[config.mk]
export PLATFORM = sky130hd
export DESIGN_NAME = multiply_accumulate_early_term_flat
export DESIGN_NICKNAME = d
export VERILOG_FILES = /design/src/rtl/core/macet_pkg.sv /design/src/rtl/core/macet_ifs.sv /design/src/rtl/core/macet_mul.sv /design/src/rtl/core/multiply_accumulate_early_term.sv /design/src/flat_wrapper.sv
export VERILOG_INCLUDE_DIRS = /design/src /design/src/rtl/core
export SDC_FILE = /design/constraint.sdc
export NUM_CORES = 2
export LEC_CHECK = 0
export ABC_AREA = 1
export BUFFER_PORTS_ARGS = -buffer_cell sky130_fd_sc_hd__buf_2
export CAP_MARGIN = 30
export CORE_ASPECT_RATIO = 1.25
export CORE_MARGIN = 1.5
export CORE_UTILIZATION = 30
export CTS_BUF_LIST = sky130_fd_sc_hd__clkbuf_16
export DETAILED_ROUTE_END_ITERATION = 16
export PLACE_DENSITY_LB_ADDON = 0.1
export SLEW_MARGIN = 20
export SYNTH_ARGS = -nofsm -noshare
export SYNTH_HDL_FRONTEND = slang
export SYNTH_SLANG_ARGS = --single-unit
[constraint.sdc]
create_clock -name i_clk -period 7.8 [get_ports i_clk]
set_input_delay 0.78 -clock i_clk [delete_from_list [all_inputs] [get_ports i_clk]]
set_output_delay 0.78 -clock i_clk [all_outputs]
set_load 0.02 [all_outputs]
[src/rtl/core/multiply_accumulate_early_term_assert.svh]
// Assertion macros for the multiply-accumulate block.
// Compiled out when SYNTHESIS is defined; no other dependencies.
`ifndef MULTIPLY_ACCUMULATE_EARLY_TERM_ASSERT_SVH
`define MULTIPLY_ACCUMULATE_EARLY_TERM_ASSERT_SVH

`ifndef SYNTHESIS

// Check a property on every rising clock edge outside reset.
`define MACET_ASSERT(label, clk, rst_n, prop) \
    label: assert property (@(posedge clk) disable iff (!(rst_n)) (prop)) \
        else $error("macet assertion failed");

// Check that a condition never holds outside reset.
`define MACET_NEVER(label, clk, rst_n, cond) \
    label: assert property (@(posedge clk) disable iff (!(rst_n)) !(cond)) \
        else $error("macet forbidden condition seen");

`else

`define MACET_ASSERT(label, clk, rst_n, prop)
`define MACET_NEVER(label, clk, rst_n, cond)

`endif

`endif

[src/rtl/core/macet_pkg.sv]
// Shared types, action codes and helper functions for the multiply-accumulate block.
// No dependencies.
`timescale 1ns / 1ps

package macet_pkg;

    localparam int WORD_W   = 32;
    localparam int DWORD_W  = 2 * WORD_W;
    localparam int ACTION_W = 3;
    localparam int CYCLES_W = 3;

    // Action codes
    localparam logic [ACTION_W-1:0] ACT_MUL   = 3'd0;
    localparam logic [ACTION_W-1:0] ACT_MLA   = 3'd1;
    localparam logic [ACTION_W-1:0] ACT_UMULL = 3'd2;
    localparam logic [ACTION_W-1:0] ACT_UMLAL = 3'd3;
    localparam logic [ACTION_W-1:0] ACT_SMULL = 3'd4;
    localparam logic [ACTION_W-1:0] ACT_SMLAL = 3'd5;

    // Early termination masks on the multiplier's upper bytes
    localparam logic [WORD_W-1:0] TERM_MASK_1 = 32'hFFFF_FF00;
    localparam logic [WORD_W-1:0] TERM_MASK_2 = 32'hFFFF_0000;
    localparam logic [WORD_W-1:0] TERM_MASK_3 = 32'hFF00_0000;

    localparam logic [CYCLES_W-1:0] CYCLES_MIN = 3'd1;
    localparam logic [CYCLES_W-1:0] CYCLES_MAX = 3'd6;

    typedef struct packed {
        logic is_long;
        logic is_signed;
        logic accumulate;
        logic set_flags;
    } t_mul_ctl;

    function automatic t_mul_ctl decode_action(input logic [ACTION_W-1:0] action,
                                               input logic set_flags);
        t_mul_ctl ctl;
        ctl.is_long    = (action != ACT_MUL) && (action != ACT_MLA);
        ctl.is_signed  = (action >= ACT_SMULL);
        // low bit selects accumulate; unused codes fold onto the signed long forms
        ctl.accumulate = action[0];
        ctl.set_flags  = set_flags;
        return ctl;
    endfunction

    function automatic logic upper_done(input logic [WORD_W-1:0] m,
                                        input logic [WORD_W-1:0] mask,
                                        input logic allow_ones);
        return ((m & mask) == '0) || (allow_ones && ((~m & mask) == '0));
    endfunction

    function automatic logic [CYCLES_W-1:0] term_stage(input logic [WORD_W-1:0] m,
                                                       input logic allow_ones);
        logic [CYCLES_W-1:0] stage;
        if (upper_done(m, TERM_MASK_1, allow_ones)) begin
            stage = 3'd1;
        end else if (upper_done(m, TERM_MASK_2, allow_ones)) begin
            stage = 3'd2;
        end else if (upper_done(m, TERM_MASK_3, allow_ones)) begin
            stage = 3'd3;
        end else begin
            stage = 3'd4;
        end
        return stage;
    endfunction

endpackage

[src/rtl/core/macet_ifs.sv]
// Request and response channel interfaces for the multiply-accumulate block.
// Depends on macet_pkg for field widths.
`timescale 1ns / 1ps

interface macet_req_if import macet_pkg::*; ();
    logic                valid;
    logic                ready;
    logic [ACTION_W-1:0] action;
    logic [WORD_W-1:0]   multiplicand;
    logic [WORD_W-1:0]   multiplier;
    logic [WORD_W-1:0]   addend_low;
    logic [WORD_W-1:0]   addend_high;
    logic                set_flags;

    modport source (output valid, action, multiplicand, multiplier, addend_low,
                    addend_high, set_flags, input ready);
    modport sink   (input valid, action, multiplicand, multiplier, addend_low,
                    addend_high, set_flags, output ready);
endinterface

interface macet_rsp_if import macet_pkg::*; ();
    logic                valid;
    logic                ready;
    logic [WORD_W-1:0]   product_low;
    logic [WORD_W-1:0]   product_high;
    logic                flags_written;
    logic                zero_flag;
    logic                negative_flag;
    logic [CYCLES_W-1:0] extra_cycles;

    modport source (output valid, product_low, product_high, flags_written, zero_flag,
                    negative_flag, extra_cycles, input ready);
    modport sink   (input valid, product_low, product_high, flags_written, zero_flag,
                    negative_flag, extra_cycles, output ready);
endinterface

[src/rtl/core/macet_mul.sv]
// Multiply core: 33x33 signed product and early-termination cycle count.
// Depends on macet_pkg.
`timescale 1ns / 1ps

module macet_mul import macet_pkg::*; (
    input  logic [WORD_W-1:0]   i_multiplicand,
    input  logic [WORD_W-1:0]   i_multiplier,
    input  t_mul_ctl            i_ctl,
    output logic [DWORD_W-1:0]  o_product,
    output logic [CYCLES_W-1:0] o_cycles
);

    logic signed [WORD_W:0]      w_a;
    logic signed [WORD_W:0]      w_b;
    logic signed [2*WORD_W+1:0]  w_full;
    logic [CYCLES_W-1:0]         w_stage;

    // Extend by one bit: sign for signed long, zero otherwise
    assign w_a    = $signed({i_ctl.is_signed & i_multiplicand[WORD_W-1], i_multiplicand});
    assign w_b    = $signed({i_ctl.is_signed & i_multiplier[WORD_W-1], i_multiplier});
    assign w_full = w_a * w_b;
    assign o_product = w_full[DWORD_W-1:0];

    // Unsigned long forms terminate only on all-zero upper bytes
    assign w_stage  = term_stage(i_multiplier, !i_ctl.is_long || i_ctl.is_signed);
    assign o_cycles = w_stage + {{(CYCLES_W-1){1'b0}}, i_ctl.accumulate}
                              + {{(CYCLES_W-1){1'b0}}, i_ctl.is_long};

endmodule

[src/rtl/core/multiply_accumulate_early_term.sv]
// Top level of the multiply-accumulate block with early-termination cycle count.
// Depends on macet_pkg, macet_ifs, macet_mul and the assertion macro header.
`timescale 1ns / 1ps

// Multiply unit for 32-bit MUL/MLA and 64-bit unsigned or signed long multiply with
// optional 64-bit accumulate. Takes one item per clock while not stalled and returns one
// result item per item, in order. An accepted item passes through three registers: an
// input register, a product register behind the single 33x33 signed multiplier, and an
// output register behind the 64-bit accumulate add and the zero and negative flags.
// Throughput is one item per cycle while the output is not blocked; each stage stalls
// only when the one after it is full and blocked, so bubbles close up and the block
// takes up to two more items while a finished result waits at the output.
// extra_cycles reports the cycle count an iterative multiplier would spend (termination
// stage, plus one for accumulate, plus one for long); it is computed, not spent. Short
// forms return zero in product_high; flags read zero when set_flags is low.

`include "multiply_accumulate_early_term_assert.svh"

module multiply_accumulate_early_term import macet_pkg::*; (
    input  logic        i_clk,
    input  logic        i_rst_n,
    macet_req_if.sink   i_req,
    macet_rsp_if.source o_rsp
);

    // Stage 0: accepted item
    logic                r_s0_valid;
    logic [WORD_W-1:0]   r_s0_multiplicand;
    logic [WORD_W-1:0]   r_s0_multiplier;
    logic [DWORD_W-1:0]  r_s0_addend;
    t_mul_ctl            r_s0_ctl;

    // Stage 1: product and cycle count
    logic                r_s1_valid;
    logic [DWORD_W-1:0]  r_s1_product;
    logic [DWORD_W-1:0]  r_s1_addend;
    logic [CYCLES_W-1:0] r_s1_cycles;
    t_mul_ctl            r_s1_ctl;

    // Stage 2: output register
    logic                r_out_valid;
    logic [WORD_W-1:0]   r_out_low;
    logic [WORD_W-1:0]   r_out_high;
    logic                r_out_flags;
    logic                r_out_zero;
    logic                r_out_neg;
    logic [CYCLES_W-1:0] r_out_cycles;

    logic                w_rdy0;
    logic                w_rdy1;
    logic                w_rdy2;
    logic                w_s1_move;
    logic [DWORD_W-1:0]  w_product;
    logic [CYCLES_W-1:0] w_cycles;
    logic [DWORD_W-1:0]  w_add;
    logic [DWORD_W-1:0]  w_sum;
    logic                w_zero;
    logic                w_neg;

    // A stage loads when it is empty or its contents move on this cycle
    assign w_rdy2 = !r_out_valid || o_rsp.ready;
    assign w_rdy1 = !r_s1_valid || w_rdy2;
    assign w_rdy0 = !r_s0_valid || w_rdy1;
    assign i_req.ready = w_rdy0;

    // Stage 1 hands its item to the output register
    assign w_s1_move = r_s1_valid && w_rdy2;

    macet_mul u_mul (
        .i_multiplicand (r_s0_multiplicand),
        .i_multiplier   (r_s0_multiplier),
        .i_ctl          (r_s0_ctl),
        .o_product      (w_product),
        .o_cycles       (w_cycles)
    );

    // Accumulate operand: full 64 bits for long forms, low word only for short forms
    always_comb begin
        w_add = '0;
        if (r_s1_ctl.accumulate) begin
            w_add = r_s1_ctl.is_long ? r_s1_addend : {{WORD_W{1'b0}}, r_s1_addend[WORD_W-1:0]};
        end
        w_sum = r_s1_product + w_add;
        if (r_s1_ctl.is_long) begin
            w_zero = (w_sum == '0);
            w_neg  = w_sum[DWORD_W-1];
        end else begin
            w_zero = (w_sum[WORD_W-1:0] == '0);
            w_neg  = w_sum[WORD_W-1];
        end
    end

    always_ff @(posedge i_clk) begin
        if (!i_rst_n) begin
            r_s0_valid  <= 1'b0;
            r_s1_valid  <= 1'b0;
            r_out_valid <= 1'b0;
        end else begin
            if (w_rdy0) begin
                r_s0_valid <= i_req.valid;
            end
            if (w_rdy1) begin
                r_s1_valid <= r_s0_valid;
            end
            if (w_rdy2) begin
                r_out_valid <= r_s1_valid;
            end
        end
    end

    // Payload: capture on load, hold otherwise
    always_ff @(posedge i_clk) begin
        if (w_rdy0 && i_req.valid) begin
            r_s0_multiplicand <= i_req.multiplicand;
            r_s0_multiplier   <= i_req.multiplier;
            r_s0_addend       <= {i_req.addend_high, i_req.addend_low};
            r_s0_ctl          <= decode_action(i_req.action, i_req.set_flags);
        end
        if (w_rdy1 && r_s0_valid) begin
            r_s1_product <= w_product;
            r_s1_addend  <= r_s0_addend;
            r_s1_cycles  <= w_cycles;
            r_s1_ctl     <= r_s0_ctl;
        end
        if (w_s1_move) begin
            r_out_low    <= w_sum[WORD_W-1:0];
            r_out_high   <= r_s1_ctl.is_long ? w_sum[DWORD_W-1:WORD_W] : '0;
            r_out_flags  <= r_s1_ctl.set_flags;
            r_out_zero   <= r_s1_ctl.set_flags & w_zero;
            r_out_neg    <= r_s1_ctl.set_flags & w_neg;
            r_out_cycles <= r_s1_cycles;
        end
    end

    assign o_rsp.valid         = r_out_valid;
    assign o_rsp.product_low   = r_out_low;
    assign o_rsp.product_high  = r_out_high;
    assign o_rsp.flags_written = r_out_flags;
    assign o_rsp.zero_flag     = r_out_zero;
    assign o_rsp.negative_flag = r_out_neg;
    assign o_rsp.extra_cycles  = r_out_cycles;

    `MACET_ASSERT(a_cycles_min, i_clk, i_rst_n, r_out_valid |-> r_out_cycles >= CYCLES_MIN)
    `MACET_ASSERT(a_cycles_max, i_clk, i_rst_n, r_out_valid |-> r_out_cycles <= CYCLES_MAX)
    `MACET_NEVER(a_no_flags, i_clk, i_rst_n, r_out_valid && !r_out_flags && (r_out_zero | r_out_neg))
    `MACET_ASSERT(a_short_high, i_clk, i_rst_n, w_s1_move && !r_s1_ctl.is_long |=> r_out_high == '0)
    `MACET_ASSERT(a_s1_to_out, i_clk, i_rst_n, w_s1_move |=> r_out_valid)
    `MACET_ASSERT(a_accept_loads, i_clk, i_rst_n, (i_req.valid && w_rdy0) |=> r_s0_valid)

endmodule
[src/flat_wrapper.sv]
// flat-port wrapper written by rule: the top's interface ports become plain ports
module multiply_accumulate_early_term_flat import macet_pkg::*;
  (i_clk, i_rst_n, i_req_valid, i_req_action, i_req_multiplicand, i_req_multiplier, i_req_addend_low, i_req_addend_high, i_req_set_flags, i_req_ready, o_rsp_valid, o_rsp_product_low, o_rsp_product_high, o_rsp_flags_written, o_rsp_zero_flag, o_rsp_negative_flag, o_rsp_extra_cycles, o_rsp_ready);
  macet_req_if i_req_i ();
  macet_rsp_if o_rsp_i ();
  input  logic i_clk;
  input  logic i_rst_n;
  input wire logic [$bits(i_req_i.valid)-1:0] i_req_valid;
  input wire logic [$bits(i_req_i.action)-1:0] i_req_action;
  input wire logic [$bits(i_req_i.multiplicand)-1:0] i_req_multiplicand;
  input wire logic [$bits(i_req_i.multiplier)-1:0] i_req_multiplier;
  input wire logic [$bits(i_req_i.addend_low)-1:0] i_req_addend_low;
  input wire logic [$bits(i_req_i.addend_high)-1:0] i_req_addend_high;
  input wire logic [$bits(i_req_i.set_flags)-1:0] i_req_set_flags;
  output wire logic [$bits(i_req_i.ready)-1:0] i_req_ready;
  output wire logic [$bits(o_rsp_i.valid)-1:0] o_rsp_valid;
  output wire logic [$bits(o_rsp_i.product_low)-1:0] o_rsp_product_low;
  output wire logic [$bits(o_rsp_i.product_high)-1:0] o_rsp_product_high;
  output wire logic [$bits(o_rsp_i.flags_written)-1:0] o_rsp_flags_written;
  output wire logic [$bits(o_rsp_i.zero_flag)-1:0] o_rsp_zero_flag;
  output wire logic [$bits(o_rsp_i.negative_flag)-1:0] o_rsp_negative_flag;
  output wire logic [$bits(o_rsp_i.extra_cycles)-1:0] o_rsp_extra_cycles;
  input wire logic [$bits(o_rsp_i.ready)-1:0] o_rsp_ready;
  assign i_req_i.valid = i_req_valid;
  assign i_req_i.action = i_req_action;
  assign i_req_i.multiplicand = i_req_multiplicand;
  assign i_req_i.multiplier = i_req_multiplier;
  assign i_req_i.addend_low = i_req_addend_low;
  assign i_req_i.addend_high = i_req_addend_high;
  assign i_req_i.set_flags = i_req_set_flags;
  assign i_req_ready = i_req_i.ready;
  assign o_rsp_valid = o_rsp_i.valid;
  assign o_rsp_product_low = o_rsp_i.product_low;
  assign o_rsp_product_high = o_rsp_i.product_high;
  assign o_rsp_flags_written = o_rsp_i.flags_written;
  assign o_rsp_zero_flag = o_rsp_i.zero_flag;
  assign o_rsp_negative_flag = o_rsp_i.negative_flag;
  assign o_rsp_extra_cycles = o_rsp_i.extra_cycles;
  assign o_rsp_i.ready = o_rsp_ready;
  multiply_accumulate_early_term u_core (.i_clk(i_clk), .i_rst_n(i_rst_n), .i_req(i_req_i), .o_rsp(o_rsp_i));
endmodule
# == Yosys cells after proc, flatten, opt, wreduce, memory -nomap -nowiden ==
# Cells that the tools add are included.
# totals
word_cells,67
regBits,339
in_bits,136
output_inout_bits,72
# op_classes
n_mul,1
addsub,3
bitwise,5
n_lt_le_gt_ge,1
n_reduce_logical,27
eq_ne,1
n_mux,7
# ops
operator,count
logical NOT 32 bit,7
2-to-1 mux 64 bit,2
adder 64 bit,1
logical NOT 64 bit,1
multiplier 33 x 33 -> 64 bit,1
NOT 32 bit,1
2-to-1 mux 3 bit,3
logical AND 1 bit,7
logical OR 1 bit,7
adder 3 x 1 -> 3 bit,2
bitwise AND 1 bit,4
logical NOT 1 bit,4
">= comparator 3 bit, second input constant",1
"inequality test 3 x 1 -> 1 bit, second input constant",1
nonzero test 3 bit,1
2-to-1 mux 1 bit,2

# == Longest topological paths before layout ==
# depth
depth_word,9
ltp_mapped,35
mapped_depth_nobuf,33

# == Modules after synthesis ==
# A second synthesis with hierarchy kept.
# hier_totals
cells_unflattened,7022
hier_area_um2,57695.3
# modules_own_cells
mod,n_inst,seq_area_each_um2,area_each_um2,cells_each
macet_mul,1,0.0,40352.5,5107
multiply_accumulate_early_term,1,10149.7,17342.9,1915

# == Worst setup path before layout ==
# Ideal clock, no wire load.
# synth_timing
kind,flip-flop to flip-flop
start,reg u_core.r_s0_multiplicand[31]
end,reg u_core.r_s1_product[55] (data pin)
synth_period_minus_slack_ns,7.547
stages_incl_launch_ff,26
arrival_ns,7.294
n_path_buf,2
slack_ns,0.253
setup_time_ns,0.252
required_time_ns,7.548
path_cell_list,edfxtp_1 clkbuf_1 clkbuf_1 nand2_1 nor2_1 fa_1 fa_1 fa_1 inv_1 fa_1 inv_1 fa_1 fa_1 inv_1 fa_1 fa_1 inv_1 ha_1 a21oi_1 o21ai_0 a21oi_1 inv_1 a221oi_1 nand2_1 nand2_1 nand2_1
# synth_between
elab_chain_len,2
# synth_rtl
item,line_no,rtl
from (decl),multiply_accumulate_early_term.sv:28,logic [WORD_W-1:0] r_s0_multiplicand;
from (signal assigned),multiply_accumulate_early_term.sv:114,r_s0_multiplicand <= i_req.multiplicand;
bitwise AND 1 bit,macet_mul.sv:19,"assign w_a = $signed({i_ctl.is_signed & i_multiplicand[WORD_W-1], i_multiplicand});"
multiplier 33 x 33 -> 64 bit (*),macet_mul.sv:21,assign w_full = w_a * w_b;
via u_core.u_mul.o_product[55],macet_mul.sv:9,"output logic [DWORD_W-1:0] o_product,"
to (signal assigned),multiply_accumulate_early_term.sv:120,r_s1_product <= w_product;
to (decl),multiply_accumulate_early_term.sv:35,logic [DWORD_W-1:0] r_s1_product;
# The timed path passes the listed nets; every way through them passes the cells marked *.
# A chain may end at the register's enable or synchronous reset.

# == Worst setup path in the final report ==
# layout_timing
start,reg u_core.r_s0_multiplicand[7]
end,reg u_core.r_s1_product[55] (data pin)
# layout_between
elab_chain_len,1
# layout_rtl
item,line_no
multiplier 33 x 33 -> 64 bit,macet_mul.sv:21
via u_core.u_mul.o_product[55],macet_mul.sv:9
# The timed path passes the listed nets, and every way through them passes these cells.

==> metrics <==
outcome=finished, final reports clean; DRT Wirelength=186 mm; mapped cell area=55500 um2; CTS Buffer Depth=3; WHS=0.282 ns; grt met2 use=37.4%; WL per Instance=20.4 um; Critical Path Sink Type=flop; Final Slew Violations=0; WP buf/inv=11; cts bufs inserted=44; Synthesis Warnings=0; htree depth=2; drc violations=0; skew final=0.0586 ns; vias in the first global route=46188; Yosys reg bits=339; Rel. slew slack=40.9%; Rows=176; Worst path depth=28; antenna violations before repair=6; Detailed Place HPWL=161 mm; Slew @ Worst Pin=0.886 ns; Starting Density=30.2%; Distinct cells, synth=49; grt peak-use layer=met2; Max-Cap Viols=0; crit-path max FO=6; area grow syn2layout=13.8%; chip width=388 um; DRT Pass-1 Iters=5; Clk Latency, worst-skew pair=0.67 ns; total gr overflow=0; Worst path slowest cell=edfxtp_1; fin util=34.3%; worst reg2reg path depth=28; share of cells above drive strength 1=10.6%; Top delay family on crit path=adder cells; clock tree root buffer cell=clkbuf_16; CP peak stage delay=0.61 ns; Finish-stage setup viols=0; Syn Area/Cell=8.61 um2; Synthesized Nets=7983; worst min-delay path category=in -> reg; Mapped Cells=6444; I/O Pins=208; total global routing track utilization=20.2%; Peak Freq=133 MHz; fin crit period=7.51 ns; crit start category=flop; I/O Buffers=207; Total Nets Final=8245; most common cell after layout, fill and taps aside=inv_1; Placer Congestion=0.903; GR Util met3=1.77%; cell count after placement=9047; Fill cells=19243; Iter 0 DRT Violations=2073; die height=484 um; post-synthesis sequential area ratio=18.3%; Final Hold Vio Count=0; Core Region=184000 um2; Vias/cell=4.48; most frequent cells in the layout=1816 x inv_1, 1659 x nand2_1, 1121 x fa_1; largest net degree at the start of global routing=60; die area=188000 um2; GR Layer Usage met1=24.8%; via count=40979; # clock sinks=339; Crit path required time=8.22 ns; Tcrit/Tclk final=96.3%; register area=10100 um2; first-pass GRT wire length=285 mm; clock-pin slew on the worst setup and hold paths=0.07 ns; post-route insts no fill=9142; Critical Path Most Common Cell=inv_1; TritonCTS clock tree=done; Hold Crit Depth=1; multi-input logic area=37800 um2; worst path arrival time=7.92 ns; Final ANT Viol Nets=0; Crit Path Category=reg -> reg
## worst paths after layout
check,startpoint,to,slack (ns)
worst min register to register,u_core.r_s0_addend[34],u_core.r_s1_addend[34],0.42
worst max-delay path,u_core.r_s0_multiplicand[7],u_core.r_s1_product[55],0.29
worst max register to register,u_core.r_s0_multiplicand[7],u_core.r_s1_product[55],0.29
worst min-delay path,i_req_multiplier[17],u_core.r_s0_multiplier[17],0.28
## final cells by class
cell class | instances | area share, %
diodes | 1 | 0.00396
clock buffers | 45 | 1.78
clock inverters | 33 | 0.515
inverters | 1828 | 10.9
multi-input cells | 4013 | 59.9
flip-flops and latches | 339 | 16.1
well taps | 2403 | 4.76
repair buffers | 480 | 6.06
## timing repair
item                                    4_1_cts  5_1_grt
resized for setup                             7       85
buffers inserted                              0       16
endpoints found under the setup margin        6       22
pin swaps                                     0       13
hold buffers                                  0        0
## registers in the layout, summed over array words and instances (netlist names), 3 cells and up
signal	cells
u_core.r_s1_addend	64
u_core.r_s0_multiplier	32
u_core.o_rsp.extra_cycles	3
u_core.r_s1_ctl	3
u_core.r_s0_ctl	4
u_core.o_rsp.product_low	32
u_core.r_s0_multiplicand	32
u_core.r_s0_addend	64
u_core.r_s1_product	64
u_core.o_rsp.product_high	32
u_core.r_s1_cycles	3
## synthesized netlist by cell type, drive strengths merged
master      n  area [um2]
a2111o      1        11.3
a211oi      1        7.51
a21boi      1        7.51
a21o        9        67.6
a21oi     160         820
a221oi      2        17.5
a31o        1        8.76
a31oi      20         125
and2        2        12.5
and3        3        18.8
clkbuf    264         991
dfxtp       3        60.1
edfxtp    336       10100
fa       1127       22600
ha        276        3450
inv      1828        6860
nand2    1684        6370
nand3      99         531
nand3b      7        52.6
nand4      34         213
nor2      316        1280
nor3       28         171
nor4       11        75.1
o2111ai     2        17.5
o211ai      4        35.0
o21a        9        67.6
o21ai      75         383
o21bai     15         120
o221a       1        11.3
or2        15        93.9
or3         1        6.26
xnor2      50         438
xor2       59         517
## kinds of logic after synthesis
family                   count (synthesis)  share of synthesized area, %
adder cells (fa/ha/maj)               1403                          46.9
flip-flops                             339                          18.3
buffers and inverters                 2092                          14.2
XOR/XNOR                               109                          1.72
AO/OA/AOI/OAI                          301                          3.06
AND/OR/NAND/NOR                       2200                          15.9
## metrics by stage
stage | area [um2] | setup TNS, ns | setup slack (ns)
floorplan | 55500 | 0 | 0.253
global placement | 61200 | -0.677 | -0.259
detailed placement | 61200 | -0.780 | -0.300
CTS | 62700 | 0 | 0.00191
global route | 63100 | -0.0608 | -0.0213
finish | 63100 | 0 | 0.292
## routing by layer
| metal | part of all wire [%] | vias up |
|---|---|---|
| met5 | 0.0070 | - |
| met4 | 3.2 | 2 |
| met3 | 3.1 | 220 |
| met2 | 52 | 716 |
| met1 | 42 | 20957 |
| li1 | - | 19084 |
Power is not shown: default switching activity piles up to over one toggle a cycle in this logic, so the estimate is an artifact.
